**config.mk**
```make
export PLATFORM = sky130hd
export DESIGN_NAME = banked_memory_mapper_with_line_irq_top
export DESIGN_NICKNAME = d
export VERILOG_FILES = /design/src/rtl/core/bmm_pkg.sv /design/src/rtl/core/banked_memory_mapper_with_line_irq_top.sv
export VERILOG_INCLUDE_DIRS = /design/src /design/src/rtl/core
export SDC_FILE = /design/constraint.sdc
export NUM_CORES = 1
export LEC_CHECK = 0
export BUFFER_PORTS_ARGS = -buffer_cell sky130_fd_sc_hd__buf_2
export CAP_MARGIN = 20
export CORE_MARGIN = 2
export CORE_UTILIZATION = 60
export DETAILED_ROUTE_END_ITERATION = 16
export PLACE_DENSITY_LB_ADDON = 0.2
export SLEW_MARGIN = 10
export SYNTH_ARGS = -nofsm -noshare
export SYNTH_HDL_FRONTEND = slang
export SYNTH_SLANG_ARGS = --single-unit
```
**constraint.sdc**
```tcl
create_clock -name clk -period 4.9 [get_ports clk]
set_input_delay 0.49 -clock clk [delete_from_list [all_inputs] [get_ports clk]]
set_output_delay 0.49 -clock clk [all_outputs]
set_load 0.02 [all_outputs]
```
**src/rtl/core/assert_macros.svh**
```systemverilog
// Assertion macros shared by the RTL in this folder.
// Needs a clock named clk and an active-low reset named rst_n where used.
`ifndef ASSERT_MACROS_SVH
`define ASSERT_MACROS_SVH

`ifndef NO_ASSERTIONS
// Checks a condition at every rising clock edge outside reset.
`define ASSERT_ALWAYS(label, cond, msg) \
    label: assert property (@(posedge clk) disable iff (!rst_n) (cond)) else $error(msg);
// Checks that a trigger is followed in the next cycle by a consequence.
`define ASSERT_NEXT(label, trig, cons, msg) \
    label: assert property (@(posedge clk) disable iff (!rst_n) (trig) |=> (cons)) \
        else $error(msg);
`else
`define ASSERT_ALWAYS(label, cond, msg)
`define ASSERT_NEXT(label, trig, cons, msg)
`endif

`endif

```
**src/rtl/core/bmm_pkg.sv**
```systemverilog
// Shared types, register addresses and constants of the banked memory mapper.
// No dependencies; imported by the mapper top level.
package bmm_pkg;

    localparam int RAM_BANKS       = 8;
    localparam int CYCLES_PER_LINE = 114;

    typedef enum logic [1:0] {
        MODE_WRITE = 2'd0,
        MODE_READ  = 2'd1,
        MODE_TICK  = 2'd2,
        MODE_XLATE = 2'd3
    } item_mode_t;

    localparam logic [15:0] ADDR_BANK_MODE = 16'h5100;
    localparam logic [15:0] ADDR_PROTECT0  = 16'h5102;
    localparam logic [15:0] ADDR_PROTECT1  = 16'h5103;
    localparam logic [15:0] ADDR_BANK0     = 16'h5113;
    localparam logic [15:0] ADDR_BANK1     = 16'h5114;
    localparam logic [15:0] ADDR_BANK2     = 16'h5115;
    localparam logic [15:0] ADDR_BANK3     = 16'h5116;
    localparam logic [15:0] ADDR_BANK4     = 16'h5117;
    localparam logic [15:0] ADDR_LINE_CMP  = 16'h5203;
    localparam logic [15:0] ADDR_IRQ_STAT  = 16'h5204;
    localparam logic [15:0] ADDR_FACTOR0   = 16'h5205;
    localparam logic [15:0] ADDR_FACTOR1   = 16'h5206;
    localparam logic [15:0] ADDR_TIMER_LO  = 16'h5209;
    localparam logic [15:0] ADDR_TIMER_HI  = 16'h520A;

    localparam logic [1:0]  PROTECT_KEY0   = 2'h2;
    localparam logic [1:0]  PROTECT_KEY1   = 2'h1;
    localparam logic [7:0]  READ_UNMAPPED  = 8'hFF;
    localparam logic [15:0] LINE_DECREMENT = CYCLES_PER_LINE[15:0];

    typedef logic [6:0] ram_wrap_t [128];

    // Lookup of a 7-bit bank number folded into the RAM size.
    function automatic ram_wrap_t build_ram_wrap();
        ram_wrap_t tbl;
        for (int i = 0; i < 128; i++)
        begin
            tbl[i] = 7'(i % RAM_BANKS);
        end
        return tbl;
    endfunction

    localparam ram_wrap_t RAM_WRAP = build_ram_wrap();

    typedef struct packed {
        logic       is_ram;
        logic [6:0] bank;
        logic       permit;
    } bank_pick_t;

endpackage

```
**src/rtl/core/banked_memory_mapper_with_line_irq_top.sv**
```systemverilog
// Banked program-memory mapper with scanline-compare and countdown interrupts.
// Depends on bmm_pkg and assert_macros.svh.
//
// The block takes one beat per clock while the output does not stall and returns
// exactly one result beat for each input beat, in order. A beat is a register
// write, a register read, a scanline tick or a translation of a CPU address in
// 6000-FFFF to an 8K bank. An accepted beat lands in an input register. When the
// output register is free or its result is taken, the mapper state is read and
// updated by short logic, and the result is loaded into the output register.
// One beat per cycle is sustained while the consumer takes every result. The
// output register may hold a result while a new beat waits in the input register;
// the pair stalls only when both are full and the consumer does not take the
// result. The multiplier product and the countdown subtract sit in that single
// step. irq_level always reflects the interrupt lines after the beat that
// produced the result. ROM bank numbers are returned as 7 bits and must be
// folded to the ROM size by the system; RAM banks are folded to RAM_BANKS
// here. Reset brings bank_mode to 3, the bank registers to FB..FF and all
// other mapper state to zero; there is no clearing pass.
`include "assert_macros.svh"

module banked_memory_mapper_with_line_irq_top
    import bmm_pkg::*;
(
    input  logic        clk,
    input  logic        rst_n,
    input  logic        in_valid,
    output logic        in_ready,
    input  logic [1:0]  mode,
    input  logic [15:0] address,
    input  logic [7:0]  write_data,
    input  logic        vblank,
    input  logic        rendering_enabled,
    output logic        out_valid,
    input  logic        out_ready,
    output logic [7:0]  read_data,
    output logic [1:0]  irq_new_edges,
    output logic        irq_level,
    output logic        maps_valid,
    output logic        bank_is_ram,
    output logic [7:0]  bank_8k,
    output logic        write_permitted
);

    // Input register.
    logic        s1_valid_reg;
    item_mode_t  s1_mode_reg;
    logic [15:0] s1_addr_reg;
    logic [7:0]  s1_data_reg;
    logic        s1_vblank_reg;
    logic        s1_render_reg;

    // Mapper state.
    logic [1:0]  bank_mode_reg,    bank_mode_next;
    logic [1:0]  protect0_reg,     protect0_next;
    logic [1:0]  protect1_reg,     protect1_next;
    logic [7:0]  bank_sel_reg [5];
    logic [7:0]  bank_sel_next [5];
    logic [7:0]  line_cmp_reg,     line_cmp_next;
    logic        line_en_reg,      line_en_next;
    logic        line_pend_reg,    line_pend_next;
    logic        line_held_reg,    line_held_next;
    logic        frame_active_reg, frame_active_next;
    logic [7:0]  line_cnt_reg,     line_cnt_next;
    logic [7:0]  factor0_reg,      factor0_next;
    logic [7:0]  factor1_reg,      factor1_next;
    logic [15:0] cd_reg,           cd_next;
    logic        cd_run_reg,       cd_run_next;
    logic        cd_flag_reg,      cd_flag_next;
    logic        cd_held_reg,      cd_held_next;

    // Result register.
    logic        out_valid_reg;
    logic [7:0]  rd_reg,     rd_next;
    logic [1:0]  edges_reg,  edges_next;
    logic        level_reg;
    logic        mapv_reg,   mapv_next;
    logic        isram_reg,  isram_next;
    logic [6:0]  bank_reg,   bank_next;
    logic        permit_reg, permit_next;

    logic        advance;
    logic        writable;
    logic [15:0] product;

    assign advance  = s1_valid_reg && (!out_valid_reg || out_ready);
    assign in_ready = !s1_valid_reg || advance;
    assign writable = (protect0_reg == PROTECT_KEY0) && (protect1_reg == PROTECT_KEY1);
    assign product  = factor0_reg * factor1_reg;

    // A selecting register with bit 7 set picks ROM, otherwise a RAM bank.
    function automatic bank_pick_t pick(input logic [7:0] v, input logic wr);
        bank_pick_t p;
        p.is_ram = !v[7];
        p.bank   = v[7] ? v[6:0] : RAM_WRAP[v[6:0]];
        p.permit = !v[7] && wr;
        return p;
    endfunction

    function automatic bank_pick_t rom(input logic [6:0] b);
        bank_pick_t p;
        p.is_ram = 1'b0;
        p.bank   = b;
        p.permit = 1'b0;
        return p;
    endfunction

    always_comb
    begin
        logic [1:0]  q;
        logic [7:0]  s2;
        bank_pick_t  sel;
        logic [1:0]  edges;
        logic        rendering;

        bank_mode_next    = bank_mode_reg;
        protect0_next     = protect0_reg;
        protect1_next     = protect1_reg;
        bank_sel_next     = bank_sel_reg;
        line_cmp_next     = line_cmp_reg;
        line_en_next      = line_en_reg;
        line_pend_next    = line_pend_reg;
        line_held_next    = line_held_reg;
        frame_active_next = frame_active_reg;
        line_cnt_next     = line_cnt_reg;
        factor0_next      = factor0_reg;
        factor1_next      = factor1_reg;
        cd_next           = cd_reg;
        cd_run_next       = cd_run_reg;
        cd_flag_next      = cd_flag_reg;
        cd_held_next      = cd_held_reg;

        rd_next     = 8'h00;
        edges_next  = 2'd0;
        mapv_next   = 1'b0;
        isram_next  = 1'b0;
        bank_next   = 7'd0;
        permit_next = 1'b0;

        q         = s1_addr_reg[14:13];
        s2        = bank_sel_reg[2];
        sel       = '0;
        edges     = 2'd0;
        rendering = !s1_vblank_reg && s1_render_reg;

        unique case (s1_mode_reg)
            MODE_WRITE:
            begin
                unique case (s1_addr_reg)
                    ADDR_BANK_MODE: bank_mode_next   = s1_data_reg[1:0];
                    ADDR_PROTECT0:  protect0_next    = s1_data_reg[1:0];
                    ADDR_PROTECT1:  protect1_next    = s1_data_reg[1:0];
                    ADDR_BANK0:     bank_sel_next[0] = s1_data_reg;
                    ADDR_BANK1:     bank_sel_next[1] = s1_data_reg;
                    ADDR_BANK2:     bank_sel_next[2] = s1_data_reg;
                    ADDR_BANK3:     bank_sel_next[3] = s1_data_reg;
                    ADDR_BANK4:     bank_sel_next[4] = s1_data_reg;
                    ADDR_LINE_CMP:  line_cmp_next    = s1_data_reg;
                    ADDR_IRQ_STAT:
                    begin
                        line_en_next = s1_data_reg[7];
                        if (!s1_data_reg[7])
                        begin
                            line_pend_next = 1'b0;
                            line_held_next = 1'b0;
                        end
                    end
                    ADDR_FACTOR0:   factor0_next     = s1_data_reg;
                    ADDR_FACTOR1:   factor1_next     = s1_data_reg;
                    ADDR_TIMER_LO:
                    begin
                        cd_next     = {cd_reg[15:8], s1_data_reg};
                        cd_run_next = 1'b1;
                    end
                    ADDR_TIMER_HI:  cd_next          = {s1_data_reg, cd_reg[7:0]};
                    default:        ;
                endcase
            end
            MODE_READ:
            begin
                unique case (s1_addr_reg)
                    ADDR_IRQ_STAT:
                    begin
                        rd_next        = {line_pend_reg, frame_active_reg, 6'd0};
                        line_pend_next = 1'b0;
                        line_held_next = 1'b0;
                    end
                    ADDR_FACTOR0:  rd_next = product[7:0];
                    ADDR_FACTOR1:  rd_next = product[15:8];
                    ADDR_TIMER_LO:
                    begin
                        rd_next      = {cd_flag_reg, 7'd0};
                        cd_flag_next = 1'b0;
                        cd_held_next = 1'b0;
                    end
                    default:       rd_next = READ_UNMAPPED;
                endcase
            end
            MODE_TICK:
            begin
                if (!rendering)
                begin
                    frame_active_next = 1'b0;
                    line_held_next    = 1'b0;
                    cd_held_next      = 1'b0;
                end
                else if (!frame_active_reg)
                begin
                    frame_active_next = 1'b1;
                    line_cnt_next     = 8'd0;
                    line_pend_next    = 1'b0;
                    line_held_next    = 1'b0;
                end
                else
                begin
                    line_cnt_next = line_cnt_reg + 8'd1;
                end
                // The compare looks at the counter and frame flag after the update.
                if ((line_cmp_reg != 8'd0) && (line_cnt_next == line_cmp_reg)
                    && frame_active_next)
                begin
                    line_pend_next = 1'b1;
                    if (line_en_reg && !line_held_next)
                    begin
                        line_held_next = 1'b1;
                        edges          = edges + 2'd1;
                    end
                end
                if (cd_run_reg && (cd_reg != 16'd0))
                begin
                    if (cd_reg > LINE_DECREMENT)
                    begin
                        cd_next = cd_reg - LINE_DECREMENT;
                    end
                    else
                    begin
                        cd_next      = 16'd0;
                        cd_flag_next = 1'b1;
                        if (!cd_held_next)
                        begin
                            cd_held_next = 1'b1;
                            edges        = edges + 2'd1;
                        end
                    end
                end
                edges_next = edges;
            end
            MODE_XLATE:
            begin
                if (s1_addr_reg[15] || (q == 2'd3))
                begin
                    if (!s1_addr_reg[15])
                    begin
                        sel = '{is_ram: 1'b1, bank: RAM_WRAP[bank_sel_reg[0][6:0]],
                                permit: writable};
                    end
                    else
                    begin
                        unique case (bank_mode_reg)
                            2'd0:
                                sel = rom({bank_sel_reg[4][6:2], q});
                            2'd1:
                                unique case (q)
                                    2'd0:    sel = pick({s2[7:1], 1'b0}, writable);
                                    2'd1:    sel = pick({s2[7:1], 1'b1}, writable);
                                    default: sel = rom({bank_sel_reg[4][6:1], q[0]});
                                endcase
                            2'd2:
                                unique case (q)
                                    2'd0: sel = pick({s2[7:1], 1'b0}, writable);
                                    2'd1: sel = pick({s2[7:1], 1'b1}, writable);
                                    2'd2: sel = pick(bank_sel_reg[3], writable);
                                    2'd3: sel = rom(bank_sel_reg[4][6:0]);
                                endcase
                            2'd3:
                                unique case (q)
                                    2'd0: sel = pick(bank_sel_reg[1], writable);
                                    2'd1: sel = pick(bank_sel_reg[2], writable);
                                    2'd2: sel = pick(bank_sel_reg[3], writable);
                                    2'd3: sel = rom(bank_sel_reg[4][6:0]);
                                endcase
                        endcase
                    end
                    mapv_next   = 1'b1;
                    isram_next  = sel.is_ram;
                    bank_next   = sel.bank;
                    permit_next = sel.permit;
                end
            end
        endcase
    end

    always_ff @(posedge clk or negedge rst_n)
    begin
        if (!rst_n)
        begin
            s1_valid_reg     <= 1'b0;
            out_valid_reg    <= 1'b0;
            bank_mode_reg    <= 2'd3;
            protect0_reg     <= 2'd0;
            protect1_reg     <= 2'd0;
            bank_sel_reg     <= '{8'hFB, 8'hFC, 8'hFD, 8'hFE, 8'hFF};
            line_cmp_reg     <= 8'd0;
            line_en_reg      <= 1'b0;
            line_pend_reg    <= 1'b0;
            line_held_reg    <= 1'b0;
            frame_active_reg <= 1'b0;
            line_cnt_reg     <= 8'd0;
            factor0_reg      <= 8'd0;
            factor1_reg      <= 8'd0;
            cd_reg           <= 16'd0;
            cd_run_reg       <= 1'b0;
            cd_flag_reg      <= 1'b0;
            cd_held_reg      <= 1'b0;
        end
        else
        begin
            if (in_ready)
            begin
                s1_valid_reg <= in_valid;
            end
            if (advance)
            begin
                out_valid_reg <= 1'b1;
            end
            else if (out_ready)
            begin
                out_valid_reg <= 1'b0;
            end
            if (advance)
            begin
                bank_mode_reg    <= bank_mode_next;
                protect0_reg     <= protect0_next;
                protect1_reg     <= protect1_next;
                bank_sel_reg     <= bank_sel_next;
                line_cmp_reg     <= line_cmp_next;
                line_en_reg      <= line_en_next;
                line_pend_reg    <= line_pend_next;
                line_held_reg    <= line_held_next;
                frame_active_reg <= frame_active_next;
                line_cnt_reg     <= line_cnt_next;
                factor0_reg      <= factor0_next;
                factor1_reg      <= factor1_next;
                cd_reg           <= cd_next;
                cd_run_reg       <= cd_run_next;
                cd_flag_reg      <= cd_flag_next;
                cd_held_reg      <= cd_held_next;
            end
        end
    end

    // Payload registers need no reset.
    always_ff @(posedge clk)
    begin
        if (in_ready && in_valid)
        begin
            s1_mode_reg   <= item_mode_t'(mode);
            s1_addr_reg   <= address;
            s1_data_reg   <= write_data;
            s1_vblank_reg <= vblank;
            s1_render_reg <= rendering_enabled;
        end
        if (advance)
        begin
            rd_reg     <= rd_next;
            edges_reg  <= edges_next;
            level_reg  <= line_held_next | cd_held_next;
            mapv_reg   <= mapv_next;
            isram_reg  <= isram_next;
            bank_reg   <= bank_next;
            permit_reg <= permit_next;
        end
    end

    assign out_valid       = out_valid_reg;
    assign read_data       = rd_reg;
    assign irq_new_edges   = edges_reg;
    assign irq_level       = level_reg;
    assign maps_valid      = mapv_reg;
    assign bank_is_ram     = isram_reg;
    assign bank_8k         = {1'b0, bank_reg};
    assign write_permitted = permit_reg;

    `ASSERT_ALWAYS(a_level_tracks_state,
        !out_valid_reg || (level_reg == (line_held_reg | cd_held_reg)),
        "irq_level disagrees with the held interrupt lines")
    `ASSERT_ALWAYS(a_edges_bounded, !out_valid_reg || (edges_reg != 2'd3),
        "more than two interrupt edges reported for one beat")
    `ASSERT_NEXT(a_timer_read_clears,
        advance && (s1_mode_reg == MODE_READ) && (s1_addr_reg == ADDR_TIMER_LO),
        !cd_held_reg && !cd_flag_reg,
        "countdown flag survived a status read")
    `ASSERT_NEXT(a_state_frozen_on_stall, !advance,
        $stable(cd_reg) && $stable(line_cnt_reg) && $stable(line_held_reg),
        "mapper state changed without a beat being processed")

endmodule

```
## Yosys cells after proc, flatten, opt, wreduce, memory -nomap -nowiden

Memories as Yosys holds them, arrays and structs flattened.
Index checks and enable logic that the tools add are counted.

- Reduce and logical (&&, ||, !) cells: 49
- Mux-type cells: 67
- Add/subtract/negate cells: 3
- Multipliers: 1
- Equal/unequal tests: 38
- Bitwise logic cells: 7
- $lt $le $gt $ge: 7

Operator list:

| cell | count |
|---|---|
| 16-bit by 15-bit equality test with 1-bit output, second input constant | 14 |
| 7-bit 2-to-1 mux | 17 |
| 9-bit one-hot mux with 4 select lines | 3 |
| 16-bit one-hot mux with 2 select lines | 2 |
| 8-bit greater-or-equal comparator, second input constant | 6 |
| 7-bit NOT with 8-bit output | 6 |
| 3-bit AND reduction | 13 |
| 16-bit 2-to-1 mux | 2 |
| 8-bit one-hot mux with 4 select lines | 1 |
| 1-bit 2-to-1 mux | 29 |
| 8-bit 2-to-1 mux | 3 |
| 2-bit inequality test, second input constant | 9 |
| 9-bit one-hot mux with 2 select lines | 1 |
| 16-bit by 7-bit > comparator with 1-bit output, second input constant | 1 |
| 8-bit by 8-bit multiplier with 16-bit output | 1 |
| 16-bit nonzero test | 1 |
| 16-bit by 7-bit subtractor with 16-bit output, second input constant | 1 |
| 5-bit AND reduction | 3 |
| 2-bit equality test, second input constant | 7 |
| 1-bit logical AND | 11 |
| 9-bit 2-to-1 mux | 1 |
| 8-bit by 1-bit adder with 8-bit output, second input constant | 1 |
| 2-bit by 1-bit equality test with 1-bit output, second input constant | 4 |
| 8-bit equality test | 1 |
| 15 further kinds | 34 |

- Word-level logic and storage cells: 213
- ROM bits: 5376
- Memories kept: 6
- Register bits after elaboration: 150

Memory list:

| name | words | width | rd ports | clocked after Yosys merged registers in | write ports | RTL line | RTL |
|---|---|---|---|---|---|---|---|
| (no name shown) | 128 | 7 | 1 | 0 | 0 | banked_memory_mapper_with_line_irq_top.sv:94 | `p.bank = v[7] ? v[6:0] : RAM_WRAP[v[6:0]];` |
| (no name shown) | 128 | 7 | 1 | 0 | 0 | banked_memory_mapper_with_line_irq_top.sv:94 |  |
| (no name shown) | 128 | 7 | 1 | 0 | 0 | banked_memory_mapper_with_line_irq_top.sv:94 |  |
| (no name shown) | 128 | 7 | 1 | 0 | 0 | banked_memory_mapper_with_line_irq_top.sv:94 |  |
| (no name shown) | 128 | 7 | 1 | 0 | 0 | banked_memory_mapper_with_line_irq_top.sv:94 |  |
| (no name shown) | 128 | 7 | 1 | 0 | 0 | banked_memory_mapper_with_line_irq_top.sv:253 | `sel = '{is_ram: 1'b1, bank: RAM_WRAP[bank_sel_reg[0][6:0]],` |

## Logic depth before layout (Yosys ltp)

- Word-level depth: 13
- Gate-level depth with buffers: 17
- Gate-level depth less buffers: 17

## Least setup slack after synthesis

No wires, ideal clock.

- Path kind: flip-flop to flip-flop
- From: register factor0_reg[1]
- To: register rd_reg[3] (netlist: read_data[3]), data pin
- Library setup time: 0.261 ns
- Slack: 0.537 ns
- Stages on the path, launching flop included: 16
- Required time: 4.639 ns
- Arrival time: 4.103 ns
- Path through: dfrtp_1 -> and2_1 -> fa_1 -> fa_1 -> fa_1 -> inv_1 -> fa_1 -> inv_1 -> ha_1 -> or2_2 -> a21oi_1 -> a21oi_1 -> a21oi_1 -> xnor2_1 -> a221oi_1 -> nor2_1

- Cells in the longest elaborated chain, start to end: 2

Ends and longest elaborated chain:

| element | RTL line | RTL |
|---|---|---|
| from (decl) | banked_memory_mapper_with_line_irq_top.sv:64 | `logic [7:0] factor0_reg, factor0_next;` |
| from (signal assigned) | banked_memory_mapper_with_line_irq_top.sv:341 | `factor0_reg <= factor0_next;` |
| 8-bit by 8-bit multiplier with 16-bit output | banked_memory_mapper_with_line_irq_top.sv:88 | `assign product = factor0_reg * factor1_reg;` |
| 8-bit one-hot mux with 4 select lines | banked_memory_mapper_with_line_irq_top.sv:180 | `unique case (s1_addr_reg)` |
| to (signal assigned) | banked_memory_mapper_with_line_irq_top.sv:364 | `rd_reg <= rd_next;` |
| to (decl) | banked_memory_mapper_with_line_irq_top.sv:73 | `logic [7:0] rd_reg, rd_next;` |

No other way between the ends.
A chain may end at the register's enable or synchronous reset.

## Final worst setup path

Same ends and word-level chain as after synthesis.

==> out/results.tsv <==
stage	metric	value	unit
sta	Rel. slew slack	37.3	%
floorplanning	FP Rows	44	
yosys	synthesized net count	970	
clock_tree	clk_lat worst skew	0.44	ns
yosys	EDFF count, synth	49	
floorplanning	die area	16100	um^2
worst_hold_path	worst hold path class	input port to asynchronous set/reset pin	
power	Tot Pwr	3.07	mW
clock_tree	Clock H-tree levels	4	
placement	Detail Placement HPWL	15300	um
placement	Port Buf Inserts	54	
floorplanning	Initial Util	61.8	%
yosys	Netlist cell types	64	
yosys	sequential area share after synthesis	43.5	%
power	P per Cell Area	305	nW/um^2
worst_setup_path	kind of critical path	flop to flop	
yosys	Synth Register Bits	146	
placement	routability cong.	0.891	
sta	Tmin final	4.60	ns
power	LEAKAGE	4.53	nW
clock_tree	clock sink count	146	
clock_tree	hold-fix buffers at CTS	0	
grt	first-pass GRT wire length	35800	um
clock_tree	CTS max path bufs	2	
sta	final worst-path cycle share	93.8	%
clock_tree	CTS tree	built	
clock_tree	cts bufs inserted	17	
final_layout	final core utilization	68.6	%
worst_setup_path	Max Fanout on Critical Path	9	
grt	initial antenna violation count	0	
detailed_routing	routed vias/inst	6.23	
detailed_routing	1st-pass router iterations	9	
final_layout	Layout area overhead	11.0	%
detailed_routing	Initial DRC Count	630	
worst_setup_path	critical path launch point type	flop	
clock_tree	clock-pin slew on the worst setup and hold paths	0.07	ns
sta	Setup Skew	0.0112	ns
yosys	Mapped Avg Cell Area	10.5	um^2
grt	GR Overflow Total	0	
clock_tree	CTS Root Cell	clkbuf_16	
worst_setup_path	data arrival time of the critical path	4.78	ns
placement	Cell Count Post-Placement	1074	
floorplanning	Core Footprint	14600	um^2
yosys	ys async rst share	66.4	%
sta	Slew @ Worst Pin	0.939	ns
final_layout	commonest non-fill, non-tap cell in the layout	inv_1	
sta	unrepaired setup endpoints after global routing	no	
worst_setup_path	CP Data Required Time	5.08	ns
sta	Max Transition Viols Final	0	
yosys	Synth Flop Type	dfrtp_1	
worst_setup_path	Setup crit end kind	flop	
final_layout	share of cells above drive strength 1	21.9	%
sta	setup TNS	0	ns
final_layout	max FFs per register	34	
detailed_routing	Detail Route Antenna Nets	0	
yosys	Post-Syn Instances	860	
run	number of max-cap violations	0	
status	status	finished clean	
floorplanning	Die W	127	um
detailed_routing	Wirelength per Cell	19.2	um
final_layout	most frequent cells in the layout	inv_1, mux2_2, dfrtp_1	
detailed_routing	Via Count	6886	
sta	worst setup margin	0.302	ns
sta	final hold vios	0	
final_layout	nets	1019	
sta	endpoints failing setup	0	
detailed_routing	drt drc	0	
sta	Max Freq	217	MHz
yosys	Syn Std Cell Area	9050	um^2
power	peak supply drop	0.286	mV
floorplanning	die height	127	um
placement	Post-Place Worst Slack	0.300	ns
final_layout	fill count	1090	
final_layout	Non-Filler Instances	1106	
floorplanning	I/O pin count	56	
detailed_routing	drt total wl	21200	um
final_layout	diodes inserted	0	
grt	largest net degree at the start of global routing	54	
yosys	yosys warns	0	
grt	number of global-route vias before repair	7144	
grt	Total GRT Usage	28.3	%
==> through the flow <==
| step | area (um^2) | hold slack [ns] |
|---|---|---|
| 4_1_cts | 10000 | 0.0661 |
| 2_1_floorplan | 9050 | 0.194 |
| 6_report | 10000 | 0.0657 |
| 3_3_place_gp | 9460 | 0.477 |
| 3_5_place_dp | 9470 | 0.495 |
| 5_1_grt | 10000 | 0.104 |
==> repair_timing <==
item / CTS / global route
gates resized for setup: 0 / 2
setup endpoints to repair: 0 / 2
endpoints found under the hold margin: 0 / 0
setup buffers: 0 / 0
==> final cells by class <==
type	count	area, um^2	share of cell area (%)
tap	184	230	2.29
clock buffer	17	425	4.23
clock inverter	15	145	1.44
sequential	146	3940	39.2
inverter	67	251	2.50
timing repair buffer	60	325	3.24
multi-input combinational	617	4730	47.1
==> report_power, final <==
part,switching [mW],internal [mW],leakage [nW],total [mW]
Combinational,0.244,0.129,2.57,0.373
Sequential,0.0946,1.34,1.68,1.44
Clock,0.586,0.671,0.280,1.26
==> final timing paths <==
| kind | slack (ns) | start | endpoint | cells past startpoint |
|---|---|---|---|---|
| min | 0.07 | rst_n | bank_sel_reg[25] | 1 |
| max | 0.30 | factor0_reg[1] | read_data[3] | 15 |
| max in group asynchronous | 3.71 | rst_n | factor0_reg[1] | 2 |
| min in group clk | 0.22 | write_data[3] | s1_data_reg[3] | 1 |
| min reg2reg | 0.51 | bank_sel_reg[25] | bank_sel_reg[25] | 1 |
| max reg2reg | 0.30 | factor0_reg[1] | read_data[3] | 15 |
==> cells in the mapped netlist, types with 4 or more instances <==
cell / n / share of area (%)
nor4_1: 11 / 0.76
inv_1: 66 / 2.7
ha_1: 42 / 5.8
nor3_1: 20 / 1.1
edfxtp_1: 49 / 16
a21o_1: 4 / 0.33
nand3_1: 14 / 0.77
buf_1: 6 / 0.25
or2_2: 5 / 0.35
a311oi_1: 5 / 0.48
dfstp_2: 31 / 9.0
a211oi_1: 4 / 0.33
dfrtp_1: 66 / 18
or3_1: 9 / 0.62
xnor2_1: 10 / 0.97
a22oi_1: 8 / 0.66
a221oi_1: 5 / 0.48
and3_1: 5 / 0.35
o211ai_1: 7 / 0.58
nor2_1: 46 / 1.9
nor2b_1: 10 / 0.69
fa_1: 36 / 8.0
nand2b_1: 17 / 1.2
or4_1: 5 / 0.41
and2_1: 52 / 3.6
o221a_2: 4 / 0.50
xor2_1: 5 / 0.48
a21oi_1: 54 / 3.0
clkbuf_1: 21 / 0.87
nor3b_1: 5 / 0.41
mux2_2: 64 / 8.0
nand2_1: 63 / 2.6
o21ai_0: 53 / 2.9
==> worst max-delay path, cell delays in order (launching register included) <==
cell and delay (ns):
dfrtp_2 0.47, and2_1 0.20, fa_1 0.50, fa_1 0.51, fa_1 0.55, inv_1 0.06
fa_1 0.52, inv_1 0.04, ha_1 0.32, or2_2 0.32, a21oi_1 0.15, a21oi_1 0.07
a21oi_1 0.19, xnor2_1 0.08, a221oi_1 0.28, nor2_1 0.06
==> metal layers <==
layer,vias up,share of wire (%),global-route usage (%)
met4,0,3.5,12.8
li1,3154,-,-
met2,293,48,45.3
met5,-,0,0
met3,54,5.9,4.98
met1,3385,43,38.0
==> cell families (layout without fill, tap and decap cells) <==
| group | count (synthesis) | count (layout) | synth area share (%) |
|---|---|---|---|
| AND/OR/NAND/NOR | 279 | 279 | 16.4 |
| AO/OA/AOI/OAI | 177 | 177 | 12.3 |
| flip-flops | 146 | 146 | 43.5 |
| buffers and inverters | 97 | 159 | 4.23 |
| adder cells (fa/ha/maj) | 78 | 78 | 13.8 |
| multiplexers | 67 | 67 | 8.30 |
| XOR/XNOR | 15 | 15 | 1.45 |
| other | 1 | 1 | 0.0414 |
Note: power is estimated with default switching activity, not from simulation.
